### src/rtl/hsl_pkg.sv
`default_nettype none

package hsl_pkg;

  localparam int HueCircle  = 1536;
  localparam int HueThird   = 21;
  localparam int ChanOffset = 512;
  localparam int RiseEnd    = 256;
  localparam int HighEnd    = 768;
  localparam int FallEnd    = 1024;
  localparam int DivBase    = 255;
  localparam int RoundDiv   = 127;
  localparam int RoundRamp  = 128;
  localparam int LightHalf  = 128;
  localparam int PosW       = 11;

  typedef logic [PosW-1:0] hue_pos_t;

  typedef struct packed {
    logic [5:0] hue;
    logic [7:0] saturation;
    logic [7:0] lightness;
  } hsl_word_t;

  typedef struct packed {
    logic [7:0] red;
    logic [7:0] green;
    logic [7:0] blue;
  } rgb_word_t;

  // stage loads handed from the top level to each channel
  typedef struct packed {
    logic load_mul;
    logic load_out;
  } hsl_ctl_t;

  typedef enum logic [1:0] {
    SEG_RISE,
    SEG_HIGH,
    SEG_FALL,
    SEG_LOW
  } seg_t;

  // floor(k * 512 / 21) for one third of the circle
  function automatic logic [9:0] hue_base(input logic [4:0] k);
    logic [9:0] r;
    case (k)
      5'd0:    r = 10'd0;
      5'd1:    r = 10'd24;
      5'd2:    r = 10'd48;
      5'd3:    r = 10'd73;
      5'd4:    r = 10'd97;
      5'd5:    r = 10'd121;
      5'd6:    r = 10'd146;
      5'd7:    r = 10'd170;
      5'd8:    r = 10'd195;
      5'd9:    r = 10'd219;
      5'd10:   r = 10'd243;
      5'd11:   r = 10'd268;
      5'd12:   r = 10'd292;
      5'd13:   r = 10'd316;
      5'd14:   r = 10'd341;
      5'd15:   r = 10'd365;
      5'd16:   r = 10'd390;
      5'd17:   r = 10'd414;
      5'd18:   r = 10'd438;
      5'd19:   r = 10'd463;
      5'd20:   r = 10'd487;
      5'd21:   r = 10'd512;
      default: r = 10'd0;
    endcase
    return r;
  endfunction

  // hue * 1536 / 63, split into thirds of 21 steps each
  function automatic hue_pos_t hue_pos(input logic [5:0] h);
    hue_pos_t r;
    if (h >= 6'(2 * HueThird)) begin
      r = hue_pos_t'(2 * ChanOffset) + hue_pos_t'(hue_base(5'(h - 6'(2 * HueThird))));
    end else if (h >= 6'(HueThird)) begin
      r = hue_pos_t'(ChanOffset) + hue_pos_t'(hue_base(5'(h - 6'(HueThird))));
    end else begin
      r = hue_pos_t'(hue_base(5'(h)));
    end
    return r;
  endfunction

endpackage

`default_nettype wire

### src/rtl/hsl_chan.sv
`default_nettype none

module hsl_chan (
  input  wire                   clk,
  input  wire hsl_pkg::hsl_ctl_t ctl,
  input  wire hsl_pkg::hue_pos_t pos,
  input  wire [7:0]             p_base,
  input  wire [7:0]             span,
  output logic [7:0]            value
);
  import hsl_pkg::*;

  seg_t        seg;
  logic [8:0]  weight;
  logic [16:0] prod;

  seg_t        seg_m;
  logic [16:0] prod_m;
  logic [7:0]  p_m;
  logic [7:0]  span_m;

  logic [8:0]  ramp;
  logic [8:0]  level;
  logic [7:0]  value_next;

  // segment of the curve and ramp weight
  always_comb begin
    if (pos < hue_pos_t'(RiseEnd)) begin
      seg    = SEG_RISE;
      weight = 9'(pos);
    end else if (pos < hue_pos_t'(HighEnd)) begin
      seg    = SEG_HIGH;
      weight = 9'd0;
    end else if (pos < hue_pos_t'(FallEnd)) begin
      seg    = SEG_FALL;
      weight = 9'(hue_pos_t'(FallEnd) - pos);
    end else begin
      seg    = SEG_LOW;
      weight = 9'd0;
    end
  end

  assign prod = 17'(span) * 17'(weight);

  always_ff @(posedge clk) begin
    if (ctl.load_mul) begin
      seg_m  <= seg;
      prod_m <= prod;
      p_m    <= p_base;
      span_m <= span;
    end
  end

  assign ramp = 9'((prod_m + 17'(RoundRamp)) >> 8);

  always_comb begin
    case (seg_m)
      SEG_RISE: level = 9'(p_m) + ramp;
      SEG_FALL: level = 9'(p_m) + ramp;
      SEG_HIGH: level = 9'(p_m) + 9'(span_m);
      SEG_LOW:  level = 9'(p_m);
      default:  level = 9'(p_m);
    endcase
    value_next = level[8] ? 8'hFF : level[7:0];
  end

  always_ff @(posedge clk) begin
    if (ctl.load_out) begin
      value <= value_next;
    end
  end

endmodule

`default_nettype wire

### src/rtl/hsl_to_rgb_converter.sv
`default_nettype none

// HSL to RGB pixel converter: a four-stage pipeline that takes one pixel
// word per clock and gives one RGB word per clock while out_ready is high;
// a word taken into stage one passes stages two and three and shows on
// out_valid from stage four. Stage one forms the lightness product for q
// and p on one shared 8x9 multiplier and looks up the hue position, stage
// two divides by 255 and places each channel on the hue circle, stage three
// runs one 8x9 ramp multiplier per channel, and stage four rounds, selects
// the curve segment and clamps. Each stage holds a valid bit and moves on
// whenever the stage after it is empty or moving, so bubbles close up;
// in_ready drops only when all four stages are full and out_ready is low.
module hsl_to_rgb_converter (
  input  wire                    clk,
  input  wire                    rst,
  input  wire                    in_valid,
  output logic                   in_ready,
  input  wire hsl_pkg::hsl_word_t in_data,
  output logic                   out_valid,
  input  wire                    out_ready,
  output hsl_pkg::rgb_word_t     out_data
);
  import hsl_pkg::*;

  logic v1, v2, v3, v4;
  logic rdy2, rdy3, rdy4;
  logic adv1, adv2, adv3, adv4;
  hsl_ctl_t ctl;

  // stage one
  logic       lo0;
  logic [8:0] mul_b0;
  logic [15:0] x0;
  logic [15:0] x1;
  hue_pos_t   t1;
  logic [7:0] l1, s1;
  logic       lo1;

  // stage two
  logic [8:0] quo;
  logic [9:0] q_full, p_full;
  logic [11:0] red_sum;
  hue_pos_t   pos_r, pos_g, pos_b;
  hue_pos_t   pos2 [3];
  logic [7:0] p2, d2;

  logic [7:0] chan_val [3];

  // handshake chain
  assign rdy4 = !v4 || out_ready;
  assign rdy3 = !v3 || rdy4;
  assign rdy2 = !v2 || rdy3;
  assign in_ready = !v1 || rdy2;

  assign adv1 = in_valid && in_ready;
  assign adv2 = v1 && rdy2;
  assign adv3 = v2 && rdy3;
  assign adv4 = v3 && rdy4;

  assign ctl.load_mul = adv3;
  assign ctl.load_out = adv4;

  always_ff @(posedge clk) begin
    if (rst) begin
      v1 <= 1'b0;
      v2 <= 1'b0;
      v3 <= 1'b0;
      v4 <= 1'b0;
    end else begin
      if (adv1) begin
        v1 <= 1'b1;
      end else if (adv2) begin
        v1 <= 1'b0;
      end
      if (adv2) begin
        v2 <= 1'b1;
      end else if (adv3) begin
        v2 <= 1'b0;
      end
      if (adv3) begin
        v3 <= 1'b1;
      end else if (adv4) begin
        v3 <= 1'b0;
      end
      if (adv4) begin
        v4 <= 1'b1;
      end else if (out_ready) begin
        v4 <= 1'b0;
      end
    end
  end

  // l*(255+s) for dark pixels, l*s otherwise, plus the rounding term
  always_comb begin
    lo0    = in_data.lightness < 8'(LightHalf);
    mul_b0 = lo0 ? 9'(DivBase) + 9'(in_data.saturation) : 9'(in_data.saturation);
    x0     = 16'(17'(in_data.lightness) * 17'(mul_b0) + 17'(RoundDiv));
  end

  always_ff @(posedge clk) begin
    if (adv1) begin
      x1  <= x0;
      t1  <= hue_pos(in_data.hue);
      l1  <= in_data.lightness;
      s1  <= in_data.saturation;
      lo1 <= lo0;
    end
  end

  // exact x/255 for 16-bit x below 65535: (x + 1 + (x >> 8)) >> 8
  always_comb begin
    quo    = 9'((17'(x1) + 17'd1 + 17'(x1[15:8])) >> 8);
    q_full = lo1 ? 10'(quo) : 10'(l1) + 10'(s1) - 10'(quo);
    p_full = {1'b0, l1, 1'b0} - q_full;

    red_sum = 12'(t1) + 12'(ChanOffset);
    pos_r = (red_sum >= 12'(HueCircle)) ? hue_pos_t'(red_sum - 12'(HueCircle))
                                         : hue_pos_t'(red_sum);
    pos_g = (t1 >= hue_pos_t'(HueCircle)) ? hue_pos_t'(0) : t1;
    pos_b = (t1 < hue_pos_t'(ChanOffset)) ? t1 + hue_pos_t'(HueCircle - ChanOffset)
                                           : t1 - hue_pos_t'(ChanOffset);
  end

  always_ff @(posedge clk) begin
    if (adv2) begin
      pos2[0] <= pos_r;
      pos2[1] <= pos_g;
      pos2[2] <= pos_b;
      p2      <= p_full[7:0];
      d2      <= 8'(q_full - p_full);
    end
  end

  for (genvar i = 0; i < 3; i++) begin : g_chan
    hsl_chan u_chan (
      .clk    (clk),
      .ctl    (ctl),
      .pos    (pos2[i]),
      .p_base (p2),
      .span   (d2),
      .value  (chan_val[i])
    );
  end

  assign out_valid      = v4;
  assign out_data.red   = chan_val[0];
  assign out_data.green = chan_val[1];
  assign out_data.blue  = chan_val[2];

endmodule

`default_nettype wire

### config.mk
export PLATFORM = sky130hd
export DESIGN_NAME = hsl_to_rgb_converter
export DESIGN_NICKNAME = d
export VERILOG_FILES = /design/src/rtl/hsl_pkg.sv /design/src/rtl/hsl_chan.sv /design/src/rtl/hsl_to_rgb_converter.sv
export SDC_FILE = /design/constraint.sdc
export NUM_CORES = 1
export LEC_CHECK = 0
export BUFFER_PORTS_ARGS = -buffer_cell sky130_fd_sc_hd__buf_2
export CAP_MARGIN = 25
export CORE_ASPECT_RATIO = 0.6
export CORE_MARGIN = 2
export CORE_UTILIZATION = 50
export CTS_CLUSTER_SIZE = 30
export DETAILED_ROUTE_END_ITERATION = 10
export GPL_ROUTABILITY_DRIVEN = 0
export PLACE_DENSITY_LB_ADDON = 0.1
export SYNTH_ARGS = -nofsm -noshare
export SYNTH_HDL_FRONTEND = slang
export SYNTH_SLANG_ARGS = --single-unit
### constraint.sdc
create_clock -name clk -period 8.1 [get_ports clk]
set_input_delay 1.62 -clock clk [delete_from_list [all_inputs] [get_ports clk]]
set_output_delay 1.62 -clock clk [all_outputs]
set_load 0.005 [all_outputs]
# --- After elaboration in Yosys (flattened, before gate mapping) ---
# Memory sizes are Yosys's and may differ from the RTL's.
# Index checks and enable logic that the tools add are counted.
word_totals:
  mem_bits_ro: 960
  ramBits: 33
  out_inout_bits: 26
  reg_bits: 161
  n_memories: 4
classes:
  n_mul: 4
  eq_ne: 9
  magnitude_cmp: 15
  n_reduce_logical: 25
  n_mux: 40
  add_sub_neg: 26
memory_table:
  columns: ["memory", "words", "word_bits", "rd", "rd_ports_with_merged_regs", "write_ports", "line_no", "source"]
  rows:
  - ["(name not given)", 32, 10, 1, 0, 0, "hsl_pkg.sv:47", "case (k)"]
  - ["(name not given)", 32, 10, 1, 0, 0, "hsl_pkg.sv:47", null]
  - ["(name not given)", 32, 10, 1, 0, 0, "hsl_pkg.sv:47", null]
  - ["pos2", 3, 11, 3, 0, 3, "hsl_to_rgb_converter.sv:44", "hue_pos_t pos2 [3];"]
op_table:
  columns: ["cell", "count"]
  rows:
  - ["two-way mux 9 bit", 10]
  - ["one-hot mux 9 bit (3 select lines)", 3]
  - ["two-way mux 11 bit", 5]
  - ["adder 17 x 8 -> 17 bit (second input constant)", 3]
  - ["multiplier 8 x 9 -> 17 bit", 3]
  - ["two-way mux 10 bit", 5]
  - ["less-than comparator 11 x 10 -> 1 bit (second input constant)", 4]
  - ["less-than comparator 11 bit (second input constant)", 3]
  - ["less-than comparator 11 x 9 -> 1 bit (second input constant)", 3]
  - ["adder 8 x 9 -> 9 bit", 3]
  - ["subtractor 1 x 9 -> 9 bit (first input constant)", 3]
  - ["subtractor 8 bit", 3]
  - ["adder 16 x 1 -> 16 bit (second input constant)", 1]
  - ["adder 16 x 7 -> 16 bit (second input constant)", 1]
  - ["adder 16 x 8 -> 16 bit", 1]
  - ["multiplier 8 x 9 -> 16 bit", 1]
  - ["two-way mux 1 bit", 16]
  - ["adder 11 x 10 -> 12 bit (second input constant)", 1]
  - ["== test 2 bit (second input constant)", 6]
  - [">= comparator 12 x 11 -> 1 bit (second input constant)", 1]
  - ["OR reduction 2 bit", 6]
  - ["adder 10 x 10 -> 11 bit (first input constant)", 1]
  - ["adder 11 x 10 -> 11 bit (first input constant)", 1]
  - ["adder 11 bit (second input constant)", 1]
  - ["other kinds (18)", 34]

# --- Depth between registers and ports, before layout ---
# Gate-level depths: netlist of the first run.
depth:
  word_depth: 10
  depth_mapped: 28
  mapped_depth_nobuf: 27

# --- Modules after synthesis ---
# A second synthesis of the first run with hierarchy kept.
unflattened:
  cells_unflattened: 1933
  area_unflattened_um2: 19640.1
modules_own_cells:
  columns: ["module", "instances", "seq_area_each_um2", "cells_each", "area_each_um2"]
  rows:
  - ["hsl_to_rgb_converter", 1, 2272.2, 686, 7100.6]
  - ["hsl_chan at g_chan[2].u_chan", 1, 1081.0, 437, 4282.9]
  - ["hsl_chan at g_chan[0].u_chan", 1, 1081.0, 406, 4136.5]
  - ["hsl_chan at g_chan[1].u_chan", 1, 1081.0, 404, 4120.2]

# --- Worst setup path before layout of the first run ---
# Ideal clock, no wire load.
synth_path:
  path_kind: "in2reg"
  start: "input port in_data[8] (netlist name)"
  end: "register x1[15], data pin"
  path_slack_ns: 1.702
  n_path_buf: 0
  required_ns: 7.830
  setup_time_ns: 0.270
  arrival_ns: 6.129
  stages: 22
  cell_sequence: "inv_1 -> ha_1 -> inv_1 -> or3_1 -> nor2_1 -> xor2_1 -> nand2_1 -> fa_1 -> inv_1 -> ha_1 -> fa_1 -> inv_1 -> fa_1 -> inv_1 -> ha_1 -> a21oi_1 -> nor2b_1 -> o21a_1 -> o22ai_1 -> o211ai_1 -> a2111oi_0 -> nor3b_1"
synth_via:
  elab_chain_len: 4
synth_rtl:
  columns: ["item", "line_no", "source"]
  rows:
  - ["start, declared", "hsl_to_rgb_converter.sv:18", "input wire hsl_pkg::hsl_word_t in_data,"]
  - ["adder 8 x 8 -> 9 bit", "hsl_to_rgb_converter.sv:96", "mul_b0 = lo0 ? 9'(DivBase) + 9'(in_data.saturation) : 9'(in_data.saturation);"]
  - ["two-way mux 9 bit (*)", "hsl_to_rgb_converter.sv:96", null]
  - ["multiplier 8 x 9 -> 16 bit (*)", "hsl_to_rgb_converter.sv:97", "x0 = 16'(17'(in_data.lightness) * 17'(mul_b0) + 17'(RoundDiv));"]
  - ["adder 16 x 7 -> 16 bit (*)", "hsl_to_rgb_converter.sv:97", null]
  - ["named net x0[15]", "hsl_to_rgb_converter.sv:33", "logic [15:0] x0;"]
  - ["end signal, assigned", "hsl_to_rgb_converter.sv:102", "x1 <= x0;"]
  - ["end, declared", "hsl_to_rgb_converter.sv:34", "logic [15:0] x1;"]
# Mark *: on every way through the listed nets, which the timed path passes. The rest lies on a longest branch.
# A chain may end at the register's enable or synchronous reset.

# --- Final worst setup path of the first run ---
# Ends and elaborated chain as after synthesis.

==> reports/summary.txt, run 1 <==
clk_skew - 0.01299 ns
final hold violation count - 0
count of hold-fix buffers inserted at cts - 0
Final nets - 2305
r2r startpoint - pos2[0][30]$_DFFE_PP_
peak supply drop - 0.3892 mV
Final Non-Filler Cells - 2364
layout cells sized above 1 - 6.747%
multi-input logic area - 12120 sq um
Layout area overhead - 8.965%
post-synthesis register bit count - 152
Worst Setup Path Type - input port to flip-flop
register area share after synthesis - 25.71%
CP Data Required Time - 8.28 ns
largest net degree at the start of global routing - 52
R2R cell count - 20
Cell Pwr Density - 343.7 nW/um^2
Initial DRT Pass Iterations - 5
die width - 246.2 microns
worst-path cell chain - buf_2 -> inv_1 -> ha_1 -> inv_1 -> or3_1 -> nor2_1 -> xor2_1 -> nand2_1 -> fa_1 -> inv_1 -> ha_1 -> fa_1 -> inv_1 -> fa_1 -> inv_1 -> ha_1 -> a21oi_1 -> nor2b_1 -> o21a_1 -> o22ai_1 -> o211ai_1 -> a2111oi_0 -> nor3b_1
fmax - 146.0 MHz
DR vias - 12400
Cell variety after synth - 64
Min-Delay Startpoint - p2[4]$_DFFE_PP_
Synth Instances - 1801
aggregate routed wire length - 40.10 mm
overall routing resource usage - 23.19%
post-DR vias/cell - 5.245
largest stage delay on the critical path - 0.53 ns
initial antenna violation count - 0
# fillers - 3100
Reg clk slew, reported paths - 0.07 ns
placed cell count - 2330
DPL Wire Length - 31.90 mm
CP max FO - 7
Overflow after GRT - 0
vias in the first global route - 12040
max cap viols - 0
reg2reg end - g_chan[0].u_chan.prod_m[16]$_DFFE_PP_
ant diodes - 0
Period Utilization, post-route - 84.58%
Max stage delay cell, worst path - fa_1
Hold EP - g_chan[0].u_chan.p_m[4]$_DFFE_PP_
initial core utilization - 50.55%
asr flop ratio synth - 0%
Max-slew headroom - 32.52%
Ports - 52
root buffer cell - clkbuf_16
top cells by area, synth - edfxtp_1 25%, fa_1 20%, ha_1 15%, inv_1 5.5%, nand2_1 4.7%
DRC viols - 0
first-pass GRT wire length - 65.86 mm
final setup fails - 0
Mapped Area - 17600 sq um
EDFF count, synth - 148
CP endpoint kind - flip-flop
First DRT Iteration DRCs - 787
Worst-Skew Late Latency - 0.45 ns
Synth Area per Inst - 9.772 sq um
CTS Buf Count - 17
post-synth top area share - 25.25%
buffer depth of the longest clock path - 2
H-Tree Depth - 4
Post-CTS Setup Inserts - 0
FP Rows - 53
YS warnings - 0
CP arrival - 7.03 ns
Hold Path Class - flip-flop to flip-flop
unrepaired setup endpoints after global routing - no
TritonCTS clock tree - built
WL/cell - 16.96 microns
Setup TNS - 0 ns
Tmin final - 6.851 ns
Leak - 8.879 nW
register area - 4524 sq um
CP Launch Type - input port
Die Y - 149.3 microns
total core area - 34810 sq um
Post-CTS Resized - 0
IO Port Bufs - 51
Synth Flop Type - edfxtp_1
status - complete, no violations
FF-to-FF setup slack - 1.85 ns
DRT antenna net count - 0
max-slew violation count - 0
Synth area leader - edfxtp_1
hold path cells - 0
worst slew pin tran - 1.010 ns
die footprint - 36760 sq um
Sinks on Clock Net - 152
most used cell, CP - inv_1
==> placed cells by master, fill, tap and decap left out, types with 6 or more instances in the layout <==
cell type	count
a21o_1	22
a21oi_1	81
and2_1	102
and3_1	10
buf_2	51
buf_4	14
clkbuf_16	17
conb_1	42
edfxtp_1	148
fa_1	179
ha_1	216
inv_1	258
mux2i_1	12
nand2_1	219
nand2b_1	13
nand3_1	30
nor2_1	84
nor2b_1	26
nor3_1	11
nor3b_1	6
o211ai_1	22
o21a_1	9
o21ai_0	57
o21bai_1	24
or2_2	8
xnor2_1	87
xor2_1	42
==> worst max-delay path, delay by kind of cell <==
| kind | cells | cell delay (ns) |
|---|---|---|
| buffers and inverters | 6 | 0.37 |
| AOI/OAI and AO/OA | 5 | 1.37 |
| adders and majority gates | 6 | 2.31 |
| xor gates and xnor gates | 1 | 0.52 |
| and+or+nand+nor | 5 | 0.82 |
==> how the worst max path moves through the flow <==
stage	cells after the start	from	end
2_1_floorplan	22	in_data[8]	x1[15]$_DFFE_PP_
6_report	23	in_data[8]	x1[15]$_DFFE_PP_
3_5_place_dp	23	in_data[8]	x1[15]$_DFFE_PP_
4_1_cts	23	in_data[8]	x1[15]$_DFFE_PP_
5_1_grt	23	in_data[8]	x1[15]$_DFFE_PP_
3_3_place_gp	23	in_data[8]	x1[15]$_DFFE_PP_
==> layout make-up <==
type                            instances  area share [%]
Tap cell                              467           3.047
Timing Repair Buffer                   67           1.996
Sequential cell                       152           23.59
Clock buffer                           18           2.290
Multi-Input combinational cell       1388           63.21
Clock inverter                         14          0.8156
Inverter                              258           5.050
==> stage by stage <==
step / hold slack, ns / util [%] / cell area, sq um / power (mW) / setup WS (ns)
after floorplan: 0.4003 / - / 17750 / 4.775 / 1.702
after detailed placement: 0.4135 / 53.31 / 18560 / 5.753 / 0.9010
final: 0.4251 / 55.08 / 19180 / 6.591 / 1.249
after CTS: 0.4229 / 55.02 / 19150 / 6.609 / 1.343
after global routing: 0.4323 / 55.08 / 19180 / 7.239 / 0.9019
after global placement: 0.4121 / 53.31 / 18560 / 5.686 / 0.9855
==> registers in the layout, indices dropped and copies added (netlist names) <==
| register | cells |
|---|---|
| g_chan.u_chan.prod_m | 30 |
| g_chan.u_chan.value | 24 |
| pos2 | 17 |
| x1 | 16 |
| g_chan.u_chan.p_m | 8 |
| l1 | 8 |
| p2 | 8 |
| s1 | 8 |
| t1 | 8 |
| d2 | 7 |
| g_chan.u_chan.span_m | 7 |
| g_chan.u_chan.seg_m | 6 |
| lo1 | 1 |
| out_valid | 1 |
| v1 | 1 |
| v2 | 1 |
| v3 | 1 |
==> cell usage after synthesis (all sizes together), types with 22 or more instances <==
master / count
inv: 258
nand2: 220
ha: 216
fa: 179
edfxtp: 148
and2: 102
xnor2: 87
nor2: 84
a21oi: 82
o21ai: 61
xor2: 42
clkbuf: 41
nand3: 30
nor2b: 28
o21bai: 24
a21o: 22
o211ai: 22
==> power breakdown <==
part | switching, mW | leakage, nW | internal [mW]
Clock | 0.360 | 0.287 | 0.444
Combinational | 2.47 | 7.17 | 1.90
Sequential | 0.141 | 1.42 | 1.28
Total | 2.97 | 8.88 | 3.62
==> kinds of logic (layout without fill, tap and decap cells) <==
kind of cell,after synthesis,after routing,share of synthesized area [%]
AO/OA/AOI/OAI,270,270,9.910
XOR/XNOR,129,129,6.420
adder cells (fa/ha/maj),396,396,35.77
buffers and inverters,301,357,6.427
flip-flops,152,152,25.71
multiplexers,17,17,1.002
other,2,42,0.04267
AND/OR/NAND/NOR,534,534,14.72
==> layer usage <==
layer	routed length [microns]	track usage [%]
met1	21860	38.47
met2	14900	30.17
met3	3050	5.361
met4	289	3.818
met5	0	0
Power figures use the tool's default switching activity.
==> run 2: changes to the inputs <==
Settings changed: ABC_AREA from default to 1.
Clock period 8.1 ns to 6.7 ns, I/O delays scaled along.
==> run 2 against run 1 <==
  * Wire length increased by 6.5%
  * Power increased by 20%
  * Synthesized cell count increased by 16%
==> reports/summary.txt, run 2 <==
H-Tree Depth - 4
area of placed instances - 18970 sq um
Min-Delay Startpoint - p2[5]$_DFFE_PP_
top cells by area, synth - edfxtp_1 25%, fa_1 20%, ha_1 15%, inv_1 9.7%, nand2_1 8.0%
aggregate routed wire length - 42.71 mm
die width - 248.4 microns
CP Data Required Time - 6.89 ns
Finished Cell Area - 19590 sq um
most frequent cells in the layout - 460 x inv_1, 383 x nand2_1, 216 x ha_1
clk_skew - 0.01260 ns
most common library cells after synthesis - 461 x inv_1, 383 x nand2_1, 216 x ha_1
Critical path buffers and inverters - 6
Period Utilization, post-route - 91.34%
Max stage delay cell, worst path - fa_1
largest stage delay on the critical path - 0.53 ns
Final Non-Filler Cells - 2672
overall routing resource usage - 23.96%
DRT antenna net count - 0
worst slew pin tran - 1.044 ns
Cell Pwr Density - 402.2 nW/um^2
GR Layer Usage met2 - 32.31%
placed cell count - 2640
CP Launch Type - input port
Tmin final - 6.120 ns
# fillers - 3257
GR met3 Demand/Resource - 5.256%
Layout area overhead - 9.299%
most common cell after layout, fill and taps aside - inv_1
largest net degree at the start of global routing - 52
FP Rows - 53
PnR Total Power - 7.879 mW
First DRT Iteration DRCs - 971
final worst slack - 0.5803 ns
largest registers - g_chan.u_chan.prod_m: 30 flops, g_chan.u_chan.value: 24 flops, pos2: 17 flops
crit-path leading delay family - adder cells
r2r startpoint - pos2[0][28]$_DFFE_PP_
buffer depth of the longest clock path - 2
peak supply drop - 0.3921 mV
EDFF count, synth - 148
Setup TNS - 0 ns
post-synthesis register bit count - 152
CTS Buf Count - 17
register area - 4524 sq um
multi-input logic area - 11710 sq um
Final nets - 2613
Synth Instances - 2087
YS warnings - 0
Reg clk slew, reported paths - 0.07 ns
Initial DRT Pass Iterations - 5
register area share after synthesis - 25.24%
count of hold-fix buffers inserted at cts - 0
unrepaired setup endpoints after global routing - no
DRC viols - 0
CP max FO - 4
Place WS - 0.1199 ns
Die Y - 150.7 microns
Top reg by flops - g_chan.u_chan.prod_m
WL/cell - 15.98 microns
max-slew violation count - 0
Ports - 52
Worst-Skew Late Latency - 0.44 ns
first-pass GRT wire length - 69.79 mm
post-synth top area share - 24.80%
ant diodes - 0
root buffer cell - clkbuf_16
vias in the first global route - 13230
reg2reg end - g_chan[2].u_chan.prod_m[13]$_DFFE_PP_
CP arrival - 6.31 ns
IO Port Bufs - 51
layout cells sized above 1 - 6.939%
hold path cells - 0
final setup fails - 0
fmax - 163.4 MHz
DR vias - 13690
Synth area leader - edfxtp_1
Cell variety after synth - 52
TritonCTS clock tree - built
Synth Area per Inst - 8.588 sq um
FF-to-FF setup slack - 0.68 ns
max cap viols - 0
most used cell, CP - nand2_1
Hold EP - g_chan[0].u_chan.p_m[5]$_DFFE_PP_
final hold violation count - 0
CP endpoint kind - flip-flop
Synth Flop Type - edfxtp_1
hold slack - 0.4243 ns
Leak - 9.936 nW
die footprint - 37420 sq um
Post-Route Utilization - 55.74%
total core area - 35150 sq um
Worst Setup Path Type - input port to flip-flop
Sinks on Clock Net - 152
Max-slew headroom - 29.69%
most frequent cell after synthesis - inv_1
Hold Path Class - flip-flop to flip-flop
number of flip-flops under the largest register name - 30
asr flop ratio synth - 0%
Mapped Area - 17920 sq um
met1 usage - 38.93%
initial core utilization - 50.99%
gr busiest metal - met1
R2R cell count - 25
Overflow after GRT - 0
initial antenna violation count - 0
status - complete, no violations
DPL Wire Length - 35.66 mm
post-DR vias/cell - 5.123
run 2: how the worst max path moves through the flow:
stage,startpoint,end,cells past startpoint
6_report,in_data[8],x1[15]$_DFFE_PP_,29
5_1_grt,in_data[10],x1[15]$_DFFE_PP_,30
4_1_cts,in_data[8],x1[15]$_DFFE_PP_,29
3_5_place_dp,in_data[8],x1[15]$_DFFE_PP_,29
3_3_place_gp,in_data[8],x1[15]$_DFFE_PP_,29
2_1_floorplan,in_data[7],x1[15]$_DFFE_PP_,25
run 2: cell families after synthesis:
logic type | synth area share (%)
XOR/XNOR | 5.034
other | 0.04190
flip-flops | 25.24
AO/OA/AOI/OAI | 7.561
adder cells (fa/ha/maj) | 35.07
buffers and inverters | 10.35
AND/OR/NAND/NOR | 16.69
run 2: layout make-up:
class | count | area share (%)
multi-input cells | 1483 | 59.78
clock buffers | 17 | 2.172
clock inverters | 15 | 0.9517
repair buffers | 69 | 2.031
well taps | 467 | 2.983
inverters | 469 | 8.987
flip-flops and latches | 152 | 23.10
run 2: per-layer routing:
| metal | routed length (microns) | vias up |
|---|---|---|
| met4 | 387 | 0 |
| li1 | - | 6725 |
| met2 | 16260 | 476 |
| met1 | 22610 | 6452 |
| met5 | 0 | - |
| met3 | 3444 | 35 |
run 2: repair_timing:
action | CTS | global route
endpoints found under the setup margin | 0 | 1
setup buffers | 0 | 0
resized for setup | 0 | 1
run 2: where the power goes:
| group | total [mW] | internal (mW) | switching (mW) | leakage (nW) |
|---|---|---|---|---|
| combinational | 5.21 | 1.99 | 3.21 | 8.22 |
| sequential | 1.67 | 1.51 | 0.164 | 1.42 |
| clock | 0.996 | 0.566 | 0.430 | 0.294 |
| total | 7.88 | 4.07 | 3.81 | 9.94 |
